`config.mk`:
```
export PLATFORM = sky130hd
export DESIGN_NAME = dcmq_div_cell
export DESIGN_NICKNAME = d
export VERILOG_FILES = /design/src/hdl/assert_macros.svh /design/src/hdl/dcmq_pkg.sv /design/src/hdl/dcmq_div_cell.sv
export SDC_FILE = /design/constraint.sdc
export NUM_CORES = 1
export LEC_CHECK = 0
export ABC_AREA = 1
export BUFFER_PORTS_ARGS = -buffer_cell sky130_fd_sc_hd__buf_2
export CORE_UTILIZATION = 44
export CTS_CLUSTER_SIZE = 28
export DETAILED_ROUTE_END_ITERATION = 10
export PLACE_DENSITY_LB_ADDON = 0.08
export SLEW_MARGIN = 5
export SYNTH_ARGS = -nofsm -noshare
export SYNTH_HDL_FRONTEND = slang
export SYNTH_SLANG_ARGS = --single-unit
```
`constraint.sdc`:
```
create_clock -name clk -period 1.5 [get_ports clk]
set_input_delay 0.075 -clock clk [delete_from_list [all_inputs] [get_ports clk]]
set_output_delay 0.075 -clock clk [all_outputs]
set_load 0.03 [all_outputs]
```
`src/hdl/assert_macros.svh`:
```
// Concurrent assertion helpers, sampled on clk and off while rst_n is low.
`ifndef ASSERT_MACROS_SVH
`define ASSERT_MACROS_SVH

// Same-cycle implication.
`define DCMQ_ASSERT_IMP(lbl, ante, cons) \
  lbl: assert property (@(posedge clk) disable iff (!rst_n) (ante) |-> (cons)) \
    else $error("dcmq assertion failed");

// Next-cycle implication.
`define DCMQ_ASSERT_NXT(lbl, ante, cons) \
  lbl: assert property (@(posedge clk) disable iff (!rst_n) (ante) |=> (cons)) \
    else $error("dcmq assertion failed");

`endif

```
`src/hdl/dcmq_pkg.sv`:
```
`timescale 1ns / 1ps
package dcmq_pkg;

  localparam int FRAC_BITS = 16;
  localparam int DW        = 18;               // field width
  localparam int ONE       = 1 << FRAC_BITS;
  localparam int PRE_LIM   = 2 * ONE - 1;

  localparam int TR_W      = DW + 2;           // trace
  localparam int ARG_W     = DW + 4;           // 1 + 2d - T
  localparam int NDIF_W    = DW + 1;           // off-diagonal sum or difference
  localparam int C_W       = DW;               // pre-normalization component
  localparam int SQ_W      = 2 * (C_W - 1);
  localparam int SUM_W     = SQ_W + 2;

  localparam int RAD_W     = 38;               // square root radicand
  localparam int ROOT_W    = RAD_W / 2;
  localparam int REM_W     = ROOT_W + 2;

  localparam int QB        = 18;               // quotient bits per divide
  localparam int DEN_W     = 20;

  typedef enum logic [1:0] {
    PIV_T,
    PIV_I,
    PIV_J,
    PIV_K
  } piv_t;

endpackage

```
`src/hdl/dcmq_div_cell.sv`:
```
`timescale 1ns / 1ps
// One quotient bit of a restoring unsigned divide.
module dcmq_div_cell import dcmq_pkg::*; (
  input  logic             clk,
  input  logic             en,
  input  logic [DEN_W-1:0] rem_i,
  input  logic [QB-1:0]    low_i,
  input  logic [QB-1:0]    quo_i,
  input  logic [DEN_W-1:0] den_i,
  output logic [DEN_W-1:0] rem_o,
  output logic [QB-1:0]    low_o,
  output logic [QB-1:0]    quo_o,
  output logic [DEN_W-1:0] den_o
);

  logic [DEN_W:0]   sh;
  logic             ge;
  logic [DEN_W-1:0] rem_r;
  logic [QB-1:0]    low_r;
  logic [QB-1:0]    quo_r;
  logic [DEN_W-1:0] den_r;

  assign sh = {rem_i, low_i[QB-1]};
  assign ge = (sh >= {1'b0, den_i});

  always_ff @(posedge clk) begin
    if (en) begin
      rem_r <= ge ? DEN_W'(sh - {1'b0, den_i}) : DEN_W'(sh);
      low_r <= low_i << 1;
      quo_r <= {quo_i[QB-2:0], ge};
      den_r <= den_i;
    end
  end

  assign rem_o = rem_r;
  assign low_o = low_r;
  assign quo_o = quo_r;
  assign den_o = den_r;

endmodule

```
==> impl_metrics.tcl <==
set metrics [dict create \
    worstPathMaxFanout 3 \
    start_util_pct 46.5 \
    hpwl_um 7790 \
    cp_common_cell "nand2_1" \
    holdPathStages 2 \
    arrival_ns 1.51 \
    worstHoldStart "den_i[1]" \
    die_x_um 96.1 \
    antenna_found_initial 0 \
    vias_per_cell 4.64 \
    first_global_vias 3477 \
    setup_viol 0 \
    critPathKind "input port to flop" \
    clk_pin_slew_ns 0.09 \
    power.leakage_uw 0.00300 \
    rsz0062_at_grt "no" \
    core_mm2 0.00838 \
    fmax_ghz 0.718 \
    cts_tree "done" \
    slew_viol_final 0 \
    cts_sinks 75 \
    dieArea_mm2 0.00924 \
    status "complete, no violations" \
    ys_ff_latch 75 \
    p_per_area_mw_per_mm2 955 \
    ys_types 26 \
    crit_buf_inv 3 \
    first_pass_iters 4 \
    drive_gt1_share_pct 38.0 \
    path_cells "buf_2 > inv_1 > ha_2 > fa_2 > inv_2 > nand3_1 > nand3_2 > nand2_1 > nand2_2 > nand2_1 > nand2_1 > nand2_1 > nand3_1 > nand2_1" \
    hold_viol 0 \
    crit_required_ns 1.61 \
    setup.worst_path.start_class "input port" \
    fin_crit_sh_pct 92.9 \
    num_io_pins 154 \
    drc_errors 0 \
    fin_total_pwr_uw 5830 \
    ctsRootBufferMaster "clkbuf_8" \
    gp_congestion 0.827 \
    clockBufferDepth 2 \
    crit_family "simple AND/OR/NAND/NOR gates" \
    yosys_warnings 0 \
    num_vias 3645 \
    fp-row-count 33 \
    overflow 0 \
    drt_wl_total_um 10600 \
    fin_area_mm2 0.00611 \
    syn_area_mm2 0.00390 \
    cp-end-kind "flop" \
    ir_drop_uv 431 \
    grt_pass1_wl_um 15800 \
    worstHoldEndpoint "den_o[1]" \
    first_iter_violations 114 \
    port_buffers 151 \
    synth_cells 411 \
    hold_ws_ns 0.0127 \
    grt_max_degree 34 \
    maxCapViolations 0 \
    syn_to_final_growth_pct 56.6 \
    post_drt_wl_per_cell_um 13.5 \
    synth_nets 510 \
    avgSynthCellArea_um2 9.49 \
    crit_slowest_cell "fa_2" \
    synth-seq-area-share_pct 57.8 \
    antenna_cells 0 \
    detail-route-antenna-nets 0 \
    hp-class "input port to flop" \
    placed_area_mm2 0.00538 \
    numCtsBuffers 9 \
    die_y_um 96.1 \
    max_stage_delay_ns 0.37 \
    htree_levels 3 \
    nets 775 \
    fin_crit_ns 1.39 \
    grt_usage_pct 23.2 \
]
==> cells in the final DEF (no fill, tap or decap), types with 2 or more instances in the layout <==
cell type,count
inv_1,65
nand3b_1,5
inv_2,2
nor3_1,2
buf_4,53
nand2_1,140
o21bai_1,2
a21oi_1,13
clkinvlp_4,4
buf_12,2
dlygate4sd3_1,53
buf_2,150
o21ai_0,3
ha_1,5
xor2_1,8
edfxtp_1,75
nor2_1,22
ha_4,14
clkbuf_8,9
nand2_2,9
inv_6,2
nor2_2,5
nand3_1,24
nand3_2,3
==> Yosys cell counts <==
cell	count	area share (%)
o21a_1	1	0.19
nor3_1	2	0.26
a21oi_1	13	1.7
buf_6	1	0.29
xor2_1	8	1.8
nand2_4	1	0.29
nand3_1	26	3.3
edfxtp_1	75	58
o21ai_0	3	0.38
fa_1	1	0.51
nor2_2	1	0.16
nand2_1	143	14
nor2_1	26	2.5
inv_1	67	6.5
xnor2_1	1	0.22
ha_1	20	6.4
o21bai_1	2	0.38
nor3_2	1	0.26
conb_1	1	0.096
buf_4	3	0.58
nand3b_1	5	0.96
nand3_2	1	0.26
nand4_1	1	0.16
nand2_2	6	0.96
a21oi_2	1	0.22
inv_2	1	0.096
==> worst max-delay path by stage <==
stage | cells after the start | to | start | slack [ns]
final | 14 | rem_o[16] | low_i[17] | 0.11
after global routing | 14 | rem_o[10] | den_i[11] | 0.0001
after CTS | 10 | rem_o[13] | rem_i[17] | 0.06
after detailed placement | 10 | rem_o[13] | rem_i[17] | -0.31
after global placement | 10 | rem_o[13] | rem_i[17] | -0.34
after floorplan | 13 | rem_o[16] | low_i[17] | 0.0004
==> cell families (layout without fill, tap and decap cells) <==
kind of cell,count (synthesis),count (layout),synth area share (%)
fa+ha+maj,21,21,6.93
buf+inv,72,342,7.41
flops,75,75,57.8
other cells,1,1,0.0962
simple gates,213,213,22.9
xor+xnor,9,9,2.02
compound gates,20,20,2.86
==> metal layers <==
metal | up-vias | global-route usage (%) | part of all wire [%] | wire, um
li1 | 1854 | - | - | -
met1 | 1656 | 27.0 | 43 | 4550
met2 | 123 | 42.6 | 50 | 5290
met3 | 12 | 5.13 | 6.4 | 678
met4 | 0 | 5.97 | 1.1 | 122
met5 | - | 0 | 0 | 0
==> state kept, by name (all words and copies together) (netlist names) <==
name and cells:
den_o 20, rem_o 20, quo_o 18, low_o 17
==> report_power, final <==
group          internal, uW  switching (uW)
logic                   739            1090
registers              2550            46.1
clock network           605             805
total                  3890            1940
==> final cells by class <==
| type | instances | area, um^2 |
|---|---|---|
| clock buffer | 9 | 124 |
| clock inverter | 7 | 51.3 |
| fill | 632 | 2270 |
| inverter | 68 | 258 |
| multi-input combinational | 264 | 1570 |
| sequential | 75 | 2250 |
| tap | 105 | 131 |
| timing repair buffer | 258 | 1720 |
==> stage by stage <==
step / setup slack, ns / util [%] / TNS (ns) / std cells
after global routing: 0.000129 / 72.9 / 0 / 786
after global placement: -0.337 / 64.1 / -5.59 / 716
after detailed placement: -0.315 / 64.1 / -5.83 / 716
final: 0.107 / 72.9 / 0 / 786
after floorplan: 0.000355 / - / 0 / 411
after CTS: 0.0576 / 72.5 / 0 / 785
==> timing repair <==
item                                    in CTS  in global routing
endpoints found under the hold margin       53                  0
gates resized for setup                      0                  5
hold buffers                                53                  0
setup buffers                                0                  1
endpoints found under the setup margin       0                 19
Power figures use the tool's default switching activity.
