### src/hdl/assert_macros.svh
// Concurrent assertion helpers, sampled on clk and off while rst_n is low.
`ifndef ASSERT_MACROS_SVH
`define ASSERT_MACROS_SVH

// Same-cycle implication.
`define DCMQ_ASSERT_IMP(lbl, ante, cons) \
  lbl: assert property (@(posedge clk) disable iff (!rst_n) (ante) |-> (cons)) \
    else $error("dcmq assertion failed");

// Next-cycle implication.
`define DCMQ_ASSERT_NXT(lbl, ante, cons) \
  lbl: assert property (@(posedge clk) disable iff (!rst_n) (ante) |=> (cons)) \
    else $error("dcmq assertion failed");

`endif

### src/hdl/dcmq_pkg.sv
`timescale 1ns / 1ps
package dcmq_pkg;

  localparam int FRAC_BITS = 16;
  localparam int DW        = 18;               // field width
  localparam int ONE       = 1 << FRAC_BITS;
  localparam int PRE_LIM   = 2 * ONE - 1;

  localparam int TR_W      = DW + 2;           // trace
  localparam int ARG_W     = DW + 4;           // 1 + 2d - T
  localparam int NDIF_W    = DW + 1;           // off-diagonal sum or difference
  localparam int C_W       = DW;               // pre-normalization component
  localparam int SQ_W      = 2 * (C_W - 1);
  localparam int SUM_W     = SQ_W + 2;

  localparam int RAD_W     = 38;               // square root radicand
  localparam int ROOT_W    = RAD_W / 2;
  localparam int REM_W     = ROOT_W + 2;

  localparam int QB        = 18;               // quotient bits per divide
  localparam int DEN_W     = 20;

  typedef enum logic [1:0] {
    PIV_T,
    PIV_I,
    PIV_J,
    PIV_K
  } piv_t;

endpackage

### src/hdl/dcmq_sqrt_cell.sv
`timescale 1ns / 1ps
// One digit of a restoring integer square root.
module dcmq_sqrt_cell import dcmq_pkg::*; (
  input  logic              clk,
  input  logic              en,
  input  logic [REM_W-1:0]  rem_i,
  input  logic [ROOT_W-1:0] root_i,
  input  logic [RAD_W-1:0]  rad_i,
  output logic [REM_W-1:0]  rem_o,
  output logic [ROOT_W-1:0] root_o,
  output logic [RAD_W-1:0]  rad_o
);

  logic [REM_W+1:0]  sh;
  logic [REM_W+1:0]  trial;
  logic              ge;
  logic [REM_W-1:0]  rem_r;
  logic [ROOT_W-1:0] root_r;
  logic [RAD_W-1:0]  rad_r;

  assign sh    = {rem_i, rad_i[RAD_W-1 -: 2]};
  assign trial = (REM_W + 2)'({root_i, 2'b01});
  assign ge    = (sh >= trial);

  always_ff @(posedge clk) begin
    if (en) begin
      rem_r  <= ge ? REM_W'(sh - trial) : REM_W'(sh);
      root_r <= {root_i[ROOT_W-2:0], ge};
      rad_r  <= rad_i << 2;
    end
  end

  assign rem_o  = rem_r;
  assign root_o = root_r;
  assign rad_o  = rad_r;

endmodule

### config.mk
export PLATFORM = sky130hd
export DESIGN_NAME = dcmq_sqrt_cell
export DESIGN_NICKNAME = d
export VERILOG_FILES = /design/src/hdl/assert_macros.svh /design/src/hdl/dcmq_pkg.sv /design/src/hdl/dcmq_sqrt_cell.sv
export SDC_FILE = /design/constraint.sdc
export NUM_CORES = 1
export LEC_CHECK = 0
export BUFFER_PORTS_ARGS = -buffer_cell sky130_fd_sc_hd__buf_2
export CORE_UTILIZATION = 51
export DETAILED_ROUTE_END_ITERATION = 8
export PLACE_DENSITY = 0.92
export SLEW_MARGIN = 30
export SYNTH_ARGS = -nofsm -noshare
export SYNTH_HDL_FRONTEND = slang
export SYNTH_SLANG_ARGS = --single-unit
### constraint.sdc
create_clock -name clk -period 4.15 [get_ports clk]
set_input_delay 0.415 -clock clk [delete_from_list [all_inputs] [get_ports clk]]
set_output_delay 0.415 -clock clk [all_outputs]
set_load 0.01 [all_outputs]
==> results of run 1 <==
==> kinds of logic after synthesis <==
logic type / after synthesis
buffers and inverters: 34
muxes: 1
AOI/OAI and AO/OA: 70
adders and majority gates: 21
and+or+nand+nor: 66
DFF: 76
other: 1
xor gates and xnor gates: 20
==> critical path, stage by stage <==
cell and delay, ps:
buf_2 110, ha_1 340, a21oi_1 240, o21ai_1 160, o2111ai_1 280, a21oi_1 170, o21ai_4 610, buf_4 350
o21ai_2 90
==> final cells by class <==
| cell class | instances | area share |
|---|---|---|
| sequential | 76 | 0.479 |
| multi-input combinational | 180 | 0.261 |
| tap | 96 | 0.0252 |
| clock buffer | 10 | 0.0268 |
| clock inverter | 6 | 0.0234 |
| inverter | 25 | 0.0197 |
| timing repair buffer | 156 | 0.165 |
==> worst min-delay path by stage <==
| stage | end | from | cells past startpoint |
|---|---|---|---|
| after floorplan | rad_o[10]$_DFFE_PP_ | rad_i[8] | 0 |
| after global placement | rad_o[21]$_DFFE_PP_ | rad_i[19] | 1 |
| after detailed placement | rad_o[18]$_DFFE_PP_ | rad_i[16] | 1 |
| after CTS | rad_o[3]$_DFFE_PP_ | rad_i[1] | 1 |
| after global routing | rad_o[3]$_DFFE_PP_ | rad_i[1] | 1 |
| final | rad_o[3]$_DFFE_PP_ | rad_i[1] | 1 |
==> routing by layer <==
layer / vias up / track usage
met4: 0 / 0.0955
met3: 14 / 0.0550
met1: 1311 / 0.248
met2: 129 / 0.412
li1: 1365 / -
met5: - / 0
==> cell usage in the layout (no fill, tap or decap), drive strengths merged <==
cell type and count:
conb 2, nand4 3, clkbuf 10, xnor2 11, a21oi 20, edfxtp 76, nand2 40, mux2 1
o2111ai 2, a31oi 3, o21a 1, bufinv 3, o41ai 2, o21bai 1, o21ai 33, a221oi 1
nand3 4, or3 1, clkinv 2, o221ai 1, xor2 9, nor2 9, a21o 3, nand2b 3
and3 1, o211ai 3, nor2b 1, ha 21, nor3 4, inv 26, buf 156
==> power groups by stage <==
stage / registers [mW] / logic, mW / clock network, mW
global route: 0.969 / 0.453 / 0.714
detailed placement: 0.981 / 0.411 / 0
global placement: 0.977 / 0.400 / 0
CTS: 0.964 / 0.415 / 0.688
finish: 0.963 / 0.413 / 0.681
floorplan: 1.03 / 0.200 / 0
==> flip-flops by register name (all words and copies together) (netlist names) <==
signal  flops
rad_o      36
root_o     19
rem_o      21
==> through the flow <==
step           hold slack, ps  total power [mW]
2_1_floorplan             514              1.23
3_3_place_gp              592              1.38
3_5_place_dp              594              1.39
4_1_cts                   241              2.07
5_1_grt                   237              2.14
6_report                  248              2.06
==> impl_metrics.tcl, run 1 <==
set metrics [dict create \
    status "complete, no violations" \
    synth_xor_xnor_area_share 0.0476 \
    cts.sinks 76 \
    fmax_mhz 375 \
    p_per_area_nw_per_um2 432 \
    p_leak_nw 2.10 \
    synth_cell_types 39 \
    syn_avg_cell_area_um2 12.7 \
    power_frac_seq 0.468 \
    portBuffers 155 \
    switching_share 0.263 \
    io_pins 158 \
    grt_pass1_vias 2774 \
    synthMuxAreaShare 0.00408 \
    setup_violations 0 \
    drt_wl_total_mm 8.54 \
    cp-end-kind "flip-flop" \
    drv_cap 0 \
    fin_crit_ps 2670 \
    peakVddDrop_mv 0.201 \
    hp-class "in -> reg" \
    synth_top_area_share 0.620 \
    crit_end "rem_o[17]$_DFFE_PP_" \
    cts_tree "yes" \
    place.gp.congestion 0.876 \
    htreeDepth 3 \
    die_x_um 86.9 \
    ys_warn_count 0 \
    start_kind "input port" \
    ys_ff_latch 76 \
    dr_total_vias 2819 \
    multi_input_area_um2 1240 \
    synth-edff-count 76 \
    drive_above_1_share 0.419 \
    post_cts_buffers 0 \
    utilization 0.694 \
    syn_inst 289 \
    finalWorstSetupSlack_ps 1480 \
    post-place-cells 533 \
    dieArea_um2 7560 \
    routed_via_density 5.13 \
    crit_fanout 27 \
    cts_hold_buffers 0 \
    slew_viol_final 0 \
    place_ws_ps 1120 \
    slew_headroom 0.368 \
    synth_area_leaders "edfxtp_1 62%, ha_1 7.1%, nand2_1 4.0%" \
    nets 549 \
    area_delta_synth_final_pct 29.5 \
    grt_pass1_wl_mm 12.9 \
    cp_data_required_time_ps 4250 \
    drt_iter0_drc 139 \
    die_h_um 86.9 \
    n_fill_cell 512 \
    hold_viol 0 \
    internal-power_mw 1.52 \
    synth_compound_area_frac 0.134 \
    clkPwrFrac 0.331 \
    dr_wl_met3_um 588 \
    synthSimpleGateAreaFrac 0.0768 \
    initial_core_util 0.536 \
    post_cts_resized 0 \
    ys_seq_area_frac 0.620 \
    n_antenna_cell 0 \
    dp_hpwl_mm 6.39 \
    async_reset_ff_frac 0 \
    period_share 0.643 \
    antenna_found_initial 0 \
    place_area_um2 4530 \
    synth_top_family_by_area "compound AO/OA/AOI/OAI gates" \
    wl_met1_mm 3.26 \
    critPathKind "in -> reg" \
    yosysTopAreaCell "edfxtp_1" \
    drt_pre_antenna_iters 4 \
    switching_power_uw 541 \
    grt_start_max_net_pins 77 \
    top_layer_used "met4" \
    power_frac_comb 0.201 \
    dr_wl_met2_mm 4.52 \
    cp.arrival_ps 2760 \
    worst_pin_slew_ps 948 \
    seqCellArea_um2 2280 \
    grt_overflow 0 \
    post_drt_wl_per_cell_um 15.6 \
    startpoint "rem_i[2]" \
    clock_path_buffers 2 \
    synthFlopType "edfxtp_1" \
    rsz0062_at_grt "no" \
    postLayoutCellArea_um2 4760 \
    ant_nets 0 \
    synth_most_common_cell "edfxtp_1" \
    synth_common_cells "76 x edfxtp_1, 39 x nand2_1, 24 x inv_1" \
    grt_util_all_layers 0.225 \
    drc_errors 0 \
    stdcell_count 549 \
    path_clk_slew_ps 80 \
    final.setup.tns_ps 0 \
    cts-root-buf "clkbuf_8" \
    coreArea_um2 6870 \
    cts_buffers 9 \
    synth_area_um2 3680 \
    synth_adder_area_share 0.0714 \
    fp-row-count 30 \
]
No activity file was read; power rests on OpenSTA's default activity.
==> run 2, diff against run 1 <==
ABC_AREA = 1   (was unset)
CORE_UTILIZATION = 50   (was 51)
PLACE_DENSITY = 0.88   (was 0.92)
clock period = 2.6 ns   (was 4.15 ns; I/O delays follow)
==> impl_metrics.tcl, run 2 <==
set metrics [dict create \
    ys_seq_area_frac 0.536 \
    hp-class "in -> reg" \
    fp-row-count 33 \
    cts_hold_buffers 0 \
    p_leak_nw 2.64 \
    grt_start_max_net_pins 77 \
    crit_fanout 13 \
    cts_buffers 9 \
    htreeDepth 3 \
    hold_ws_ps 87.1 \
    worst-path-buf-inv 2 \
    dp_hpwl_mm 8.21 \
    grt_overflow 0 \
    synth_area_leaders "edfxtp_1 54%, nand2_1 12%, inv_1 7.1%" \
    ys_ff_latch 76 \
    setup_violations 0 \
    dr_wl_met3_um 719 \
    cts-root-buf "clkbuf_8" \
    finalWorstSetupSlack_ps 721 \
    slew_viol_final 0 \
    path_clk_slew_ps 80 \
    dr_total_vias 3511 \
    period_share 0.723 \
    start_kind "input port" \
    io_pins 158 \
    top_layer_used "met4" \
    cpMostUsedCell "nand2_1" \
    final_common_cell "buf_2" \
    drv_cap 0 \
    path_delay_family "simple AND/OR/NAND/NOR gates" \
    seqCellArea_um2 2280 \
    fmax_mhz 532 \
    drive_above_1_share 0.335 \
    ys_warn_count 0 \
    cp.depth 11 \
    wl_met1_mm 4.12 \
    synthFlopType "edfxtp_1" \
    post_cts_resized 0 \
    cp_slowest_stage_delay_ps 540 \
    crit_end "rem_o[14]$_DFFE_PP_" \
    hold_viol 0 \
    drt_pre_antenna_iters 4 \
    coreArea_um2 8220 \
    die_x_um 94.3 \
    layout_common_cells "154 x buf_2, 133 x nand2_1, 80 x inv_1" \
    rsz0062_at_grt "no" \
    status "complete, no violations" \
    area_delta_synth_final_pct 24.2 \
    grt_pass1_vias 3269 \
    ant_nets 0 \
    grt_pass1_wl_mm 16.1 \
    largest_reg_flops 36 \
    p_per_area_nw_per_um2 589 \
    n_fill_cell 716 \
    dr_wl_met2_mm 5.49 \
    peakVddDrop_mv 0.266 \
    post_cts_buffers 0 \
    drc_errors 0 \
    worst_pin_slew_ps 932 \
    clock_path_buffers 2 \
    final.setup.tns_ps 0 \
    routed_via_density 4.87 \
    nets 712 \
    yosysTopAreaCell "edfxtp_1" \
    dieArea_um2 8890 \
    synth_most_common_cell "nand2_1" \
    cts_tree "yes" \
    place.gp.congestion 0.884 \
    synth_cell_types 30 \
    syn_avg_cell_area_um2 9.46 \
    initial_core_util 0.518 \
    syn_inst 450 \
    critPathSlowestCell "nor3_4" \
    cts.sinks 76 \
    cp.arrival_ps 2090 \
    synth-edff-count 76 \
    critPathKind "in -> reg" \
    cp_data_required_time_ps 2820 \
    path_cells "buf_2 > inv_1 > ha_1 > nand2_1 > nand2_1 > nand2_1 > nand2_2 > and2_1 > nor3_4 > nand3_1 > nand2_1" \
    die_h_um 94.3 \
    grt_util_all_layers 0.242 \
    fin_crit_ps 1880 \
    startpoint "root_i[14]" \
    slew_headroom 0.378 \
    post_drt_wl_per_cell_um 14.4 \
    drt_iter0_drc 158 \
    antenna_found_initial 0 \
    synth_common_cells "133 x nand2_1, 80 x inv_1, 76 x edfxtp_1" \
    async_reset_ff_frac 0 \
    drt_wl_total_mm 10.4 \
    multi_input_area_um2 1590 \
    portBuffers 155 \
    place_ws_ps 351 \
    synth_area_um2 4260 \
    cp-end-kind "flip-flop" \
    synth_top_area_share 0.536 \
]
run 2: logic make-up after synthesis:
| kind of cell | synth area share |
|---|---|
| xor gates and xnor gates | 0.0185 |
| and+or+nand+nor | 0.246 |
| other | 0.000880 |
| DFF | 0.536 |
| adders and majority gates | 0.0617 |
| AOI/OAI and AO/OA | 0.0455 |
| buffers and inverters | 0.0919 |
run 2: worst min path at each step:
stage / from / endpoint / slack, ps / depth (start not counted)
CTS: rad_i[30] / rad_o[32]$_DFFE_PP_ / 70 / 1
detailed placement: rad_i[30] / rad_o[32]$_DFFE_PP_ / 440 / 1
finish: rad_i[30] / rad_o[32]$_DFFE_PP_ / 90 / 1
global route: rad_i[30] / rad_o[32]$_DFFE_PP_ / 60 / 1
global placement: rad_i[2] / rad_o[4]$_DFFE_PP_ / 440 / 1
floorplan: rad_i[8] / rad_o[10]$_DFFE_PP_ / 360 / 0
run 2: metal layers:
metal | up-vias | track usage
met4 | 0 | 0.0538
met2 | 124 | 0.448
met3 | 6 | 0.0583
li1 | 1776 | -
met5 | - | 0
met1 | 1605 | 0.279
run 2: through the flow:
stage | total power, mW | util | area (um^2) | std cells
global route | 3.28 | 0.643 | 5290 | 720
CTS | 3.14 | 0.643 | 5290 | 720
floorplan | 1.98 | - | 4260 | 451
detailed placement | 2.26 | 0.620 | 5100 | 705
global placement | 2.24 | 0.620 | 5100 | 705
finish | 3.12 | 0.644 | 5290 | 721
run 2: cell type report:
| type | count | area share |
|---|---|---|
| well taps | 105 | 0.0248 |
| clock inverters | 6 | 0.0125 |
| multi-input cells | 286 | 0.300 |
| inverters | 82 | 0.0582 |
| clock buffers | 9 | 0.0234 |
| flip-flops and latches | 76 | 0.432 |
| repair buffers | 156 | 0.149 |
| diodes | 1 | 0.000473 |
run 2: report_power, final:
part	total (mW)	leakage, nW	internal, mW	switching (mW)
Sequential	1.52	0.744	1.49	0.0280
Clock	0.888	0.0873	0.438	0.451
Combinational	0.708	1.81	0.273	0.435
==> run 3, diff against run 2 <==
ABC_AREA = 0   (was 1)
CORE_UTILIZATION = 43   (was 50)
PLACE_DENSITY = 0.83   (was 0.88)
clock period = 1.7 ns   (was 2.6 ns; I/O delays follow)
==> impl_metrics.tcl, run 3 (synthesized netlist as in run 1, its figures left out) <==
set metrics [dict create \
    startpoint "rem_i[12]" \
    crit_fanout 4 \
    grt_pass1_vias 3245 \
    initial_core_util 0.446 \
    status "complete, but fails checks" \
    die_x_um 94.5 \
    area_delta_synth_final_pct 64.7 \
    peakVddDrop_mv 0.393 \
    grt_util_all_layers 0.234 \
    critPathSlowestCell "mux2_4" \
    grt_overflow 0 \
    routed_via_density 4.86 \
    hold_viol 0 \
    drv_cap 0 \
    final_common_cell "buf_2" \
    cts-root-buf "clkbuf_8" \
    holdPathStages 1 \
    cp_slowest_stage_delay_ps 300 \
    worst-path-buf-inv 2 \
    grt_pass1_wl_mm 15.6 \
    ant_nets 0 \
    dp_hpwl_mm 7.46 \
    stdcell_count 669 \
    drc_errors 0 \
    setup_violations 2 \
    post-place-cells 609 \
    hold_start "rad_i[13]" \
    grt_start_max_net_pins 50 \
    fp-row-count 33 \
    coreArea_um2 8260 \
    drt_iter0_drc 133 \
    hp-class "in -> reg" \
    n_antenna_cell 0 \
    p_per_area_nw_per_um2 845 \
    cp.arrival_ps 1850 \
    p_leak_nw 2.64 \
    path_cells "buf_8 > ha_4 > a21oi_4 > o21ai_2 > a221oi_2 > nand4_1 > o21ai_4 > inv_2 > mux2_4" \
    dr_total_vias 3248 \
    rsz0062_at_grt "yes" \
    cp_data_required_time_ps 1800 \
    post_drt_wl_per_cell_um 15.8 \
    holdPathEnd "rad_o[15]$_DFFE_PP_" \
    fin_crit_ps 1740 \
    portBuffers 155 \
    finalWorstSetupSlack_ps -41.0 \
    cts_buffers 9 \
    cts_tree "yes" \
    antenna_found_initial 0 \
    drt_pre_antenna_iters 4 \
    fmax_mhz 574 \
    largest_reg_flops 36 \
    drt_wl_total_mm 10.6 \
    cp-end-kind "flip-flop" \
    io_pins 158 \
    clock_path_buffers 2 \
    die_h_um 94.5 \
    nets 660 \
    dieArea_um2 8930 \
    critPathKind "in -> reg" \
    period_share 1.02 \
    place.gp.congestion 0.836 \
    htreeDepth 3 \
    layout_common_cells "148 x buf_2, 76 x edfxtp_1, 72 x buf_4" \
    violations "negative setup slack" \
    drive_above_1_share 0.551 \
    slew_viol_final 0 \
    cts.sinks 76 \
    path_delay_family "compound AO/OA/AOI/OAI gates" \
    path_clk_slew_ps 80 \
    utilization 0.734 \
    place_ws_ps -521 \
    start_kind "input port" \
]
==> run 3: cell type report <==
type                            count  area, um^2
Sequential cell                    76        2280
Fill cell                         600        2200
Timing Repair Buffer              267        1800
Multi-Input combinational cell    180        1550
Tap cell                          105         131
Clock buffer                        9         124
Inverter                           25         124
Clock inverter                      7        57.6
==> run 3: repair_timing <==
action	4_1_cts	5_1_grt
buffers inserted	3	2
setup endpoints to repair	21	21
endpoints found under the hold margin	39	0
hold buffers	39	0
resized for setup	23	29
pin swaps	9	18
==> run 3: power by group <==
group	switching (mW)	total (mW)	internal (mW)
Combinational	0.731	1.48	0.746
Sequential	0.0486	2.35	2.30
Clock	0.744	1.30	0.553
==> run 3: worst max-delay path by stage <==
stage,endpoint,slack [ps],depth (start not counted)
6_report,rem_o[8]$_DFFE_PP_,-40,9
5_1_grt,rem_o[8]$_DFFE_PP_,-100,9
4_1_cts,rem_o[8]$_DFFE_PP_,-30,10
3_5_place_dp,rem_o[8]$_DFFE_PP_,-520,10
3_3_place_gp,rem_o[8]$_DFFE_PP_,-460,10
2_1_floorplan,rem_o[8]$_DFFE_PP_,-250,10
==> run 3: metrics by stage <==
step,hold slack (ps),TNS (ps),cell area [um^2],power [mW]
3_3_place_gp,347,-9090,5240,3.64
2_1_floorplan,269,-3630,3860,3.05
4_1_cts,0.937,-58.9,5920,5.08
6_report,8.66,-69.9,6060,5.12
5_1_grt,1.50,-765,6060,5.36
3_5_place_dp,348,-9900,5240,3.67
==> run 3: per-layer routing <==
layer | track usage | wire, um | share of wire
met3 | 0.0443 | 684 | 0.065
met4 | 0.0795 | 153 | 0.014
met5 | 0 | 0 | 0
met2 | 0.430 | 5590 | 0.53
met1 | 0.271 | 4150 | 0.39
